File: config.mk
export PLATFORM = sky130hd
export DESIGN_NAME = meter_frame_receiver
export DESIGN_NICKNAME = d
export VERILOG_FILES = /design/src/rtl/mfr_pkg.sv /design/src/rtl/meter_frame_receiver.sv /design/src/rtl/mfr_cfg_regs.sv /design/src/rtl/mfr_parser.sv /design/src/rtl/mfr_out_stage.sv
export SDC_FILE = /design/constraint.sdc
export NUM_CORES = 1
export LEC_CHECK = 0
export BUFFER_PORTS_ARGS = -buffer_cell sky130_fd_sc_hd__buf_4
export CAP_MARGIN = 20
export CORE_MARGIN = 4
export CORE_UTILIZATION = 40
export CTS_BUF_LIST = sky130_fd_sc_hd__clkbuf_2
export CTS_CLUSTER_SIZE = 14
export DETAILED_ROUTE_END_ITERATION = 10
export GPL_ROUTABILITY_DRIVEN = 0
export MAX_ROUTING_LAYER = met4
export PLACE_DENSITY = 0.61
export SLEW_MARGIN = 20
export SYNTH_ARGS = -nofsm -noshare
export SYNTH_HDL_FRONTEND = slang
export SYNTH_HIERARCHICAL = 1
export SYNTH_SLANG_ARGS = --single-unit
File: constraint.sdc
create_clock -name clk -period 7.5 [get_ports clk]
set_input_delay 0.375 -clock clk [delete_from_list [all_inputs] [get_ports clk]]
set_output_delay 0.375 -clock clk [all_outputs]
set_load 0.1 [all_outputs]
File: src/rtl/mfr_pkg.sv
// Shared types and constants for the meter frame receiver.
package mfr_pkg;

    // Number of address bytes in a frame header
    localparam int ADDRESS_BYTES = 7;

    localparam int BYTE_W    = 8;
    localparam int COUNT_W   = 8;
    localparam int POS_W     = 9;
    localparam int TICK_W    = 16;
    localparam int CLASS_W   = 3;
    localparam int EVENT_W   = 3;
    localparam int CFG_IDX_W = 2;
    localparam int CFG_DAT_W = 16;
    localparam int OUT_DAT_W = 24;

    // Request kinds on the input channel
    localparam logic REQ_BYTE = 1'b0;
    localparam logic REQ_TICK = 1'b1;

    // Field class codes (also the parser phase encoding)
    localparam logic [CLASS_W-1:0] CLS_START = 3'd0;
    localparam logic [CLASS_W-1:0] CLS_TYPE  = 3'd1;
    localparam logic [CLASS_W-1:0] CLS_ADDR  = 3'd2;
    localparam logic [CLASS_W-1:0] CLS_CTRL  = 3'd3;
    localparam logic [CLASS_W-1:0] CLS_LEN   = 3'd4;
    localparam logic [CLASS_W-1:0] CLS_DATA  = 3'd5;
    localparam logic [CLASS_W-1:0] CLS_SUM   = 3'd6;
    localparam logic [CLASS_W-1:0] CLS_END   = 3'd7;

    // Frame event codes
    localparam logic [EVENT_W-1:0] EV_NONE      = 3'd0;
    localparam logic [EVENT_W-1:0] EV_FRAME_OK  = 3'd1;
    localparam logic [EVENT_W-1:0] EV_SUM_ERR   = 3'd2;
    localparam logic [EVENT_W-1:0] EV_END_ERR   = 3'd3;
    localparam logic [EVENT_W-1:0] EV_TIMEOUT   = 3'd4;

    // Configuration register indexes
    localparam logic [CFG_IDX_W-1:0] REG_SOF_BYTE = 2'd0;
    localparam logic [CFG_IDX_W-1:0] REG_EOF_BYTE = 2'd1;
    localparam logic [CFG_IDX_W-1:0] REG_TIMEOUT  = 2'd2;

    // Reset values of the configuration registers
    localparam logic [BYTE_W-1:0] SOF_BYTE_RST = 8'd104;
    localparam logic [BYTE_W-1:0] EOF_BYTE_RST = 8'd22;
    localparam logic [TICK_W-1:0] TIMEOUT_RST  = 16'd100;

    typedef struct packed {
        logic [BYTE_W-1:0] sof_byte;
        logic [BYTE_W-1:0] eof_byte;
        logic [TICK_W-1:0] timeout_ticks;
    } cfg_t;

    typedef struct packed {
        logic               byte_valid;
        logic [BYTE_W-1:0]  byte_value;
        logic [CLASS_W-1:0] byte_class;
        logic [POS_W-1:0]   byte_index;
        logic [EVENT_W-1:0] frame_event;
    } result_t;

endpackage

File: src/rtl/meter_frame_receiver.sv
// Top level of the meter-bus frame receiver.
//
// Input channel (s_*): one transaction per request. s_tuser = 1 is a time
// tick, s_tuser = 0 carries a received byte in s_tdata. Bytes of a frame
// are start mark, type, address bytes, control, length, data, checksum
// (8-bit sum of all earlier frame bytes) and end mark.
// Output channel (m_*): exactly one transaction per input transaction.
// m_tuser flags a byte taken into a frame; m_tdata carries the echoed byte,
// its field class, its position in the frame and the frame event.
// Config port: cfg_we writes cfg_data into register cfg_index (0 start
// mark, 1 end mark, 2 timeout ticks); write only while the block is idle.
// The result is registered; throughput is one transaction per cycle while the
// sink does not stall, set by the single parse stage feeding the result
// register. s_tready stays high while the result register is empty or is
// being drained; when the sink stalls with a result held, s_tready drops
// and the parser state holds.
// Reset clears the parser to start-mark hunting, the idle timer to zero,
// the output valid, and loads the register defaults (0x68, 0x16, 100).
module meter_frame_receiver
(
    input  logic                           clk,
    input  logic                           rst_n,
    input  logic                           s_tvalid,
    output logic                           s_tready,
    input  logic [mfr_pkg::BYTE_W-1:0]     s_tdata,   // [7:0] rx_byte
    input  logic                           s_tuser,   // [0] req_type
    output logic                           m_tvalid,
    input  logic                           m_tready,
    // [7:0] byte_value, [10:8] byte_class, [19:11] byte_index,
    // [22:20] frame_event, [23] zero
    output logic [mfr_pkg::OUT_DAT_W-1:0]  m_tdata,
    output logic                           m_tuser,   // [0] byte_valid
    input  logic                           cfg_we,
    input  logic [mfr_pkg::CFG_IDX_W-1:0]  cfg_index,
    input  logic [mfr_pkg::CFG_DAT_W-1:0]  cfg_data
);
    import mfr_pkg::*;

    cfg_t    cfg;
    result_t result;
    logic    ready;
    logic    accept;

    assign s_tready = ready;
    assign accept   = s_tvalid && ready;

    mfr_cfg_regs u_cfg
    (
        .clk       (clk),
        .rst_n     (rst_n),
        .cfg_we    (cfg_we),
        .cfg_index (cfg_index),
        .cfg_data  (cfg_data),
        .cfg       (cfg)
    );

    // Parser state advances only on an accepted transaction
    mfr_parser u_parser
    (
        .clk      (clk),
        .rst_n    (rst_n),
        .cfg      (cfg),
        .load     (accept),
        .req_type (s_tuser),
        .rx_byte  (s_tdata),
        .result   (result)
    );

    mfr_out_stage u_out
    (
        .clk      (clk),
        .rst_n    (rst_n),
        .load     (accept),
        .result   (result),
        .ready    (ready),
        .m_tvalid (m_tvalid),
        .m_tready (m_tready),
        .m_tdata  (m_tdata),
        .m_tuser  (m_tuser)
    );

endmodule

File: src/rtl/mfr_cfg_regs.sv
// Configuration register bank of the meter frame receiver.
module mfr_cfg_regs
(
    input  logic                           clk,
    input  logic                           rst_n,
    input  logic                           cfg_we,
    input  logic [mfr_pkg::CFG_IDX_W-1:0]  cfg_index,
    input  logic [mfr_pkg::CFG_DAT_W-1:0]  cfg_data,
    output mfr_pkg::cfg_t                  cfg
);
    import mfr_pkg::*;

    cfg_t cfg_reg;

    always_ff @(posedge clk or negedge rst_n)
    begin
        if (!rst_n)
        begin
            cfg_reg.sof_byte      <= SOF_BYTE_RST;
            cfg_reg.eof_byte      <= EOF_BYTE_RST;
            cfg_reg.timeout_ticks <= TIMEOUT_RST;
        end
        else if (cfg_we)
        begin
            case (cfg_index)
                REG_SOF_BYTE: cfg_reg.sof_byte      <= cfg_data[BYTE_W-1:0];
                REG_EOF_BYTE: cfg_reg.eof_byte      <= cfg_data[BYTE_W-1:0];
                REG_TIMEOUT:  cfg_reg.timeout_ticks <= cfg_data[TICK_W-1:0];
                default:      ; // unused index: drop the write
            endcase
        end
    end

    assign cfg = cfg_reg;

endmodule

File: src/rtl/mfr_parser.sv
// Frame parser: field state machine, checksum, position and idle timer.
module mfr_parser
(
    input  logic                        clk,
    input  logic                        rst_n,
    input  mfr_pkg::cfg_t               cfg,
    input  logic                        load,
    input  logic                        req_type,
    input  logic [mfr_pkg::BYTE_W-1:0]  rx_byte,
    output mfr_pkg::result_t            result
);
    import mfr_pkg::*;

    typedef enum logic [CLASS_W-1:0] {
        PH_START = CLS_START,
        PH_TYPE  = CLS_TYPE,
        PH_ADDR  = CLS_ADDR,
        PH_CTRL  = CLS_CTRL,
        PH_LEN   = CLS_LEN,
        PH_DATA  = CLS_DATA,
        PH_SUM   = CLS_SUM,
        PH_END   = CLS_END
    } phase_t;

    phase_t              phase_reg, phase_next;
    logic [COUNT_W-1:0]  field_count_reg, field_count_next;
    logic [BYTE_W-1:0]   payload_length_reg, payload_length_next;
    logic [BYTE_W-1:0]   running_sum_reg, running_sum_next;
    logic [POS_W-1:0]    frame_position_reg, frame_position_next;
    logic [TICK_W-1:0]   idle_ticks_reg, idle_ticks_next;

    logic [COUNT_W-1:0]  field_count_inc;
    logic [TICK_W-1:0]   ticks_inc;
    logic                taken;
    logic [EVENT_W-1:0]  ev;

    assign field_count_inc = field_count_reg + COUNT_W'(1);
    assign ticks_inc = (idle_ticks_reg != {TICK_W{1'b1}}) ?
                       idle_ticks_reg + TICK_W'(1) : idle_ticks_reg;
    assign taken = (req_type == REQ_BYTE) &&
                   !(phase_reg == PH_START && rx_byte != cfg.sof_byte);

    always_comb
    begin
        phase_next          = phase_reg;
        field_count_next    = field_count_reg;
        payload_length_next = payload_length_reg;
        running_sum_next    = running_sum_reg;
        frame_position_next = frame_position_reg;
        idle_ticks_next     = idle_ticks_reg;
        ev                  = EV_NONE;

        if (req_type == REQ_TICK)
        begin
            if (ticks_inc > cfg.timeout_ticks)
            begin
                idle_ticks_next = '0;
                if (phase_reg != PH_START)
                begin
                    ev = EV_TIMEOUT;
                end
            end
            else
            begin
                idle_ticks_next = ticks_inc;
            end
        end
        else
        begin
            idle_ticks_next = '0;
            if (taken)
            begin
                case (phase_reg)
                    PH_START: phase_next = PH_TYPE;
                    PH_TYPE:
                    begin
                        phase_next       = PH_ADDR;
                        field_count_next = '0;
                    end
                    PH_ADDR:
                    begin
                        field_count_next = field_count_inc;
                        if (field_count_inc >= COUNT_W'(ADDRESS_BYTES))
                        begin
                            field_count_next = '0;
                            phase_next       = PH_CTRL;
                        end
                    end
                    PH_CTRL: phase_next = PH_LEN;
                    PH_LEN:
                    begin
                        payload_length_next = rx_byte;
                        field_count_next    = '0;
                        phase_next          = (rx_byte != '0) ? PH_DATA : PH_SUM;
                    end
                    PH_DATA:
                    begin
                        field_count_next = field_count_inc;
                        if (field_count_inc >= payload_length_reg)
                        begin
                            field_count_next = '0;
                            phase_next       = PH_SUM;
                        end
                    end
                    PH_SUM:
                    begin
                        if (rx_byte == running_sum_reg)
                        begin
                            phase_next = PH_END;
                        end
                        else
                        begin
                            ev = EV_SUM_ERR;
                        end
                    end
                    default:
                        ev = (rx_byte == cfg.eof_byte) ? EV_FRAME_OK : EV_END_ERR;
                endcase
                running_sum_next    = running_sum_reg + rx_byte;
                frame_position_next = frame_position_reg + POS_W'(1);
            end
        end

        // Any event closes the frame: return to hunting for a start mark
        if (ev != EV_NONE)
        begin
            phase_next          = PH_START;
            field_count_next    = '0;
            payload_length_next = '0;
            running_sum_next    = '0;
            frame_position_next = '0;
        end
    end

    always_comb
    begin
        result.byte_valid  = taken;
        result.byte_value  = taken ? rx_byte : '0;
        result.byte_class  = taken ? CLASS_W'(phase_reg) : CLS_START;
        result.byte_index  = taken ? frame_position_reg : '0;
        result.frame_event = ev;
    end

    always_ff @(posedge clk or negedge rst_n)
    begin
        if (!rst_n)
        begin
            phase_reg          <= PH_START;
            field_count_reg    <= '0;
            payload_length_reg <= '0;
            running_sum_reg    <= '0;
            frame_position_reg <= '0;
            idle_ticks_reg     <= '0;
        end
        else if (load)
        begin
            phase_reg          <= phase_next;
            field_count_reg    <= field_count_next;
            payload_length_reg <= payload_length_next;
            running_sum_reg    <= running_sum_next;
            frame_position_reg <= frame_position_next;
            idle_ticks_reg     <= idle_ticks_next;
        end
    end

`ifndef NO_ASSERTIONS
    a_idle_clean: assert property (@(posedge clk) disable iff (!rst_n)
        phase_reg == PH_START |-> running_sum_reg == '0 && frame_position_reg == '0
            && field_count_reg == '0)
        else $error("frame state not cleared while hunting for start mark");

    a_addr_count: assert property (@(posedge clk) disable iff (!rst_n)
        phase_reg == PH_ADDR |-> field_count_reg < COUNT_W'(ADDRESS_BYTES))
        else $error("address count overran the address field");

    a_data_count: assert property (@(posedge clk) disable iff (!rst_n)
        phase_reg == PH_DATA |-> field_count_reg < payload_length_reg)
        else $error("data count overran the payload length");

    a_tick_keeps_frame: assert property (@(posedge clk) disable iff (!rst_n)
        load && req_type == REQ_TICK && result.frame_event == EV_NONE
            |=> $stable(phase_reg) && $stable(frame_position_reg))
        else $error("tick without timeout disturbed the frame state");
`endif

endmodule

File: src/rtl/mfr_out_stage.sv
// Result register with the output handshake of the meter frame receiver.
module mfr_out_stage
(
    input  logic                          clk,
    input  logic                          rst_n,
    input  logic                          load,
    input  mfr_pkg::result_t              result,
    output logic                          ready,
    output logic                          m_tvalid,
    input  logic                          m_tready,
    output logic [mfr_pkg::OUT_DAT_W-1:0] m_tdata,
    output logic                          m_tuser
);
    import mfr_pkg::*;

    localparam int PAD_W = OUT_DAT_W - BYTE_W - CLASS_W - POS_W - EVENT_W;

    logic    valid_reg;
    result_t data_reg;

    // Take a new result whenever the held one is gone or leaves this cycle
    assign ready = !valid_reg || m_tready;

    always_ff @(posedge clk or negedge rst_n)
    begin
        if (!rst_n)
        begin
            valid_reg <= 1'b0;
        end
        else if (ready)
        begin
            valid_reg <= load;
        end
    end

    always_ff @(posedge clk)
    begin
        if (load)
        begin
            data_reg <= result;
        end
    end

    assign m_tvalid = valid_reg;
    assign m_tuser  = data_reg.byte_valid;
    assign m_tdata  = {{PAD_W{1'b0}}, data_reg.frame_event, data_reg.byte_index,
                       data_reg.byte_class, data_reg.byte_value};

endmodule

==> results.json, run 1 <==
{
  "status": "completed",
  "rrSetupSlack_ps": 2810,
  "hold_depth": 2,
  "hold_class": "input pin to register",
  "synth_cell_types": 61,
  "grt_pass1_vias": 4629,
  "wl_mm": 14.0,
  "vias": 4504,
  "start_kind": "register",
  "synth_top_area_share": 0.313,
  "grt_pass1_wl_mm": 23.3,
  "synth_edf_count": 24,
  "cts.clk_slew.worst_paths_ps": 320,
  "core_area_um2": 14700,
  "r2r_cells": 14,
  "firstDrtPassIters": 6,
  "maxSlewViolCount": 0,
  "design_area_um2": 7020,
  "dp_slack_ps": 2880,
  "dieWidth_um": 131,
  "largest_register_ff_count": 32,
  "cts_inserted_buffers": 9,
  "cts_htree_levels": 3,
  "syn_nets": 633,
  "io_pins": 59,
  "required_ps": 8090,
  "post_cts_buffers": 0,
  "wl_per_cell_um": 16.9,
  "synth_cells": 565,
  "ant_nets": 0,
  "synthSimpleGateAreaFrac": 0.161,
  "slew_headroom": 0.343,
  "stdcell_count": 827,
  "num_rows": 44,
  "power_mw": 1.90,
  "fillers": 1351,
  "setup_viol": 0,
  "die_h_um": 131,
  "grt_start_max_net_pins": 53,
  "gr-usage-all-layers": 0.170,
  "synthAdderAreaFrac": 0.0753,
  "finClkSkew_ps": 41.3,
  "hold_violations": 0,
  "place_inst": 790,
  "syn2layout_area_growth_pct": 15.5,
  "p_per_area_nw_per_um2": 271,
  "drc": 0,
  "worstMarginPinSlew_ps": 977,
  "start_util": 0.414,
  "hpwl_mm": 10.1,
  "setup_tns_ps": 0,
  "ctsResizeCount": 0,
  "critical_path.max_fanout": 21,
  "fmax_mhz": 213,
  "cts_sinks": 109,
  "rsz0062_at_grt": "no",
  "syn_area_per_cell_um2": 10.8,
  "fin_ws_ps": 2810,
  "worstPathArrival_ps": 5270,
  "yosysTopAreaCell": "dfrtp_1",
  "min_period_ps": 4690,
  "antenna_found_initial": 1,
  "cellLeakagePower_nw": 3.13,
  "path_class": "register to register",
  "finalCritPeriodShare": 0.625,
  "cts_hold_buf": 20,
  "worstSetupEndpointType": "register",
  "synthFlopType": "dfrtp_1",
  "synthMuxAreaShare": 0.0679,
  "ys_ff_latch": 109,
  "synth_top_family_by_area": "simple AND/OR/NAND/NOR gates",
  "vias_per_cell": 5.45,
  "synth_area_um2": 6080,
  "cts_tree": "done",
  "cts-root-buf": "clkbuf_2",
  "drive_gt1_frac": 0.209,
  "grt_overflow": 0,
  "portBuffers": 57,
  "synth-xor-area-share": 0.0576,
  "yosys_warnings": 6,
  "synth-async-reset-ratio": 0.780,
  "drtIter0Drc": 218,
  "dieArea_um2": 17200,
  "fin_nets": 705,
  "synth-compound-area-share": 0.131,
  "placed_area_um2": 6670,
  "cts_buffer_depth": 2,
  "seq_area_frac_synth": 0.470,
  "peakVddDrop_mv": 0.166,
  "clkLatencyLatePin_ps": 620,
  "synth_area_leaders": "dfrtp_1 31%, edfxtp_1 12%, ha_1 7.2%",
  "max-cap-violations": 0
}
==> cell usage after synthesis, drive strengths merged, types with 9 or more instances <==
master and instances:
mux2 34, a22o 22, inv 35, clkbuf 12, ha 35, nand2 38, nor2 26, a21oi 15
nand3 25, a21o 10, nand4 10, nor4 9, dfstp 9, dfrtp 76, edfxtp 24, nor3 14
and2 20, xnor2 16, xor2 24, o21ai 25
==> area by class of cell <==
class	count	area [um2]	area share
well taps	184	230	0.0328
multi-input cells	402	3000	0.428
clock buffers	9	45.0	0.00641
repair buffers	80	651	0.0926
diodes	1	2.50	0.000356
clock inverters	7	103	0.0146
inverters	35	131	0.0187
flip-flops and latches	109	2860	0.407
==> stage by stage <==
step	hold WS (ps)	utilization
detailed placement	368	0.454
finish	82.0	0.478
global placement	363	0.453
floorplan	79.4	-
CTS	1.82	0.478
global route	13.4	0.478
==> path summary, 6_finish.rpt <==
path	start	end
worst max-delay path	u_parser/idle_ticks_reg[3]	u_parser/frame_position_reg[5]
worst min-delay path	s_tdata[7]	u_parser/payload_length_reg[7]
worst max register to register	u_parser/idle_ticks_reg[3]	u_parser/frame_position_reg[5]
worst min register to register	u_parser/running_sum_reg[6]	u_parser/running_sum_reg[6]
max in group asynchronous	rst_n	u_cfg/cfg[7]
min in group asynchronous	rst_n	u_parser/field_count_reg[7]
==> critical path, stage by stage, from the launching register on <==
cell and delay [ps]:
dfrtp_1 530, and4_1 310, nand2_1 190, nor4_2 500, nor2_1 210, and4_1 280, xor2_1 150, ha_1 310
nand4_1 160, or3_1 400, a21o_1 200, a311oi_4 460, nor2_2 270, or4_1 570, a21boi_1 150
==> power by group <==
group | leakage (nW) | switching, mW | internal [mW]
Sequential | 1.31 | 0.110 | 0.742
Clock | 0.0839 | 0.205 | 0.115
Combinational | 1.74 | 0.439 | 0.288
Total | 3.13 | 0.755 | 1.15
==> cell families after synthesis <==
group	Yosys count
adder cells (fa/ha/maj)	36
buffers and inverters	54
XOR/XNOR	40
AND/OR/NAND/NOR	178
other	1
AO/OA/AOI/OAI	110
multiplexers	37
flip-flops	109
==> per-layer routing <==
metal,track usage,vias to the layer above,part of all wire,routed length (um)
met5,-,-,0,0
met2,0.283,78,0.49,6840
met3,0.0310,12,0.034,481
li1,-,2185,-,-
met4,0.0449,0,0.013,180
met1,0.216,2229,0.46,6510
==> layout by cell type, fill, tap and decap left out, types with 7 or more instances in the layout <==
cell type	n
nor4_1	7
nor2_1	25
inv_1	35
dfrtp_1	76
ha_1	35
a21o_1	10
a22o_1	22
buf_4	60
xnor2_1	16
clkbuf_2	9
a21oi_1	15
nand3_1	25
mux2_2	34
and2_1	20
dfstp_2	9
nand2_1	38
o21ai_0	25
nand4_1	10
edfxtp_1	24
nor3_1	14
xor2_1	24
dlygate4sd3_1	20
No activity file was read; power rests on OpenSTA's default activity.
==> run 2: changes to the inputs <==
Clock period 7.5 ns to 4.85 ns, I/O delays scaled along.
==> results.json, run 2 (synthesized netlist as in run 1, its figures left out) <==
{
  "status": "completed",
  "max-cap-violations": 0,
  "peakVddDrop_mv": 0.183,
  "syn2layout_area_growth_pct": 17.0,
  "ant_nets": 0,
  "cts_inserted_buffers": 9,
  "fillers": 1297,
  "cts_htree_levels": 3,
  "power_switching_mw": 1.17,
  "gr-usage-all-layers": 0.176,
  "hpwl_mm": 10.3,
  "setup_tns_ps": 0,
  "drtIter0Drc": 309,
  "hold_violations": 0,
  "rsz0062_at_grt": "no",
  "grtUsageMet1": 0.225,
  "antenna_found_initial": 1,
  "largest_register_ff_count": 32,
  "wl_per_cell_um": 17.1,
  "cts_tree": "done",
  "cellLeakagePower_nw": 3.18,
  "finClkSkew_ps": 46.7,
  "vias": 4601,
  "grt_pass1_vias": 4728,
  "dieWidth_um": 131,
  "critical_path.max_fanout": 16,
  "setup_viol": 0,
  "whs_ps": 53.9,
  "grt_start_max_net_pins": 52,
  "min_period_ps": 4560,
  "num_rows": 44,
  "stdcell_count": 843,
  "start_kind": "register",
  "portBuffers": 57,
  "top_usage_layer": "met2",
  "worstPathArrival_ps": 5130,
  "start_util": 0.414,
  "grt_use_met2": 0.287,
  "p_per_area_nw_per_um2": 401,
  "netSwitchingFraction": 0.412,
  "io_pins": 59,
  "dieArea_um2": 17200,
  "path_class": "register to register",
  "grt_pass1_wl_mm": 24.0,
  "slew_headroom": 0.358,
  "drc": 0,
  "clkLatencyLatePin_ps": 640,
  "cts-root-buf": "clkbuf_2",
  "fin_nets": 721,
  "clockPowerShare": 0.137,
  "core_area_um2": 14700,
  "cts.clk_slew.worst_paths_ps": 320,
  "drive_gt1_frac": 0.211,
  "cts_sinks": 109,
  "internal-power_mw": 1.68,
  "grt_overflow": 0,
  "finalCritPeriodShare": 0.940,
  "final_common_cell": "dfrtp_1",
  "die_h_um": 131,
  "vias_per_cell": 5.46,
  "hold_class": "input pin to asynchronous set/reset pin",
  "wl_mm": 14.4,
  "firstDrtPassIters": 5,
  "worstMarginPinSlew_ps": 954,
  "post_cts_buffers": 0,
  "fmax_mhz": 219,
  "place_inst": 795,
  "maxSlewViolCount": 0,
  "pwr-share-comb": 0.398,
  "final_cell_mix": "75 x dfrtp_1, 65 x buf_4, 38 x nand2_1, 35 x inv_1, 35 x ha_1",
  "power_frac_seq": 0.464,
  "worstSetupEndpointType": "register",
  "groute.layer.met3.usage": 0.0317,
  "required_ps": 5420,
  "power_mw": 2.85,
  "cts_buffer_depth": 2
}
run 2: changes by cell type in the layout (fill, tap and decap cells not counted), moves of 2 or more:
| cell | before | now |
|---|---|---|
| buf_4 | 60 | 65 |
| inv_2 | 0 | 2 |
| dlygate4sd3_1 | 20 | 31 |
| bufinv_16 | 2 | 0 |
run 2: stage by stage:
step,setup slack [ps],util,instance area [um2]
2_1_floorplan,893,-,6080
3_3_place_gp,479,0.456,6710
3_5_place_dp,368,0.456,6710
4_1_cts,303,0.484,7110
5_1_grt,13.6,0.484,7120
6_report,293,0.484,7120
run 2: area by class of cell:
type	count	area, um2	share of cell area
repair buffers	96	798	0.112
clock inverters	7	47.5	0.00668
flip-flops and latches	109	2860	0.402
clock buffers	9	45.0	0.00633
inverters	35	131	0.0185
multi-input cells	402	3000	0.422
well taps	184	230	0.0324
diodes	1	2.50	0.000352
run 2: final timing paths:
kind / startpoint / slack, ps / to / cells after the start
max in group asynchronous: rst_n / 3730 / u_parser/idle_ticks_reg[3] / 3
setup reg to reg: u_parser/idle_ticks_reg[4] / 290 / u_parser/frame_position_reg[5] / 15
min in group clk: cfg_we / 170 / u_cfg/cfg[28] / 3
hold reg to reg: u_parser/idle_ticks_reg[11] / 540 / u_parser/idle_ticks_reg[11] / 1
hold / removal: rst_n / 50 / u_parser/running_sum_reg[3] / 2
setup / recovery: u_parser/idle_ticks_reg[4] / 290 / u_parser/frame_position_reg[5] / 15
run 2: power groups by stage:
stage               registers [mW]  logic, mW  clock network (mW)
finish                        1.32       1.14               0.392
global route                  1.35       1.27               0.447
global placement              1.33       1.08                   0
CTS                           1.32       1.14               0.410
floorplan                     1.45      0.705                   0
detailed placement            1.34       1.11                   0
run 2: layer usage:
layer | share of wire | routed length, um | vias to the layer above
met4 | 0.011 | 153 | 0
met2 | 0.50 | 7120 | 105
met1 | 0.46 | 6610 | 2263
met3 | 0.035 | 498 | 10
li1 | - | - | 2223
met5 | 0 | 0 | -
run 2: worst max-delay path, stage by stage (launching register included):
cell      delay [ps]
dfrtp_1          510
and4_1           310
nand2_1          190
nor4_2           290
nor2_1           160
and4_1           260
xor2_1           150
ha_1             300
nand4_1          180
or3_1            410
a21o_1           200
a311oi_4         460
nor2_1           200
buf_4            230
or4_1            520
a21boi_1         150
run 2: what timing repair did:
item	CTS	global route
hold buffers	31	0
endpoints found under the setup margin	0	1
hold endpoints to repair	87	0
gates resized for setup	0	1
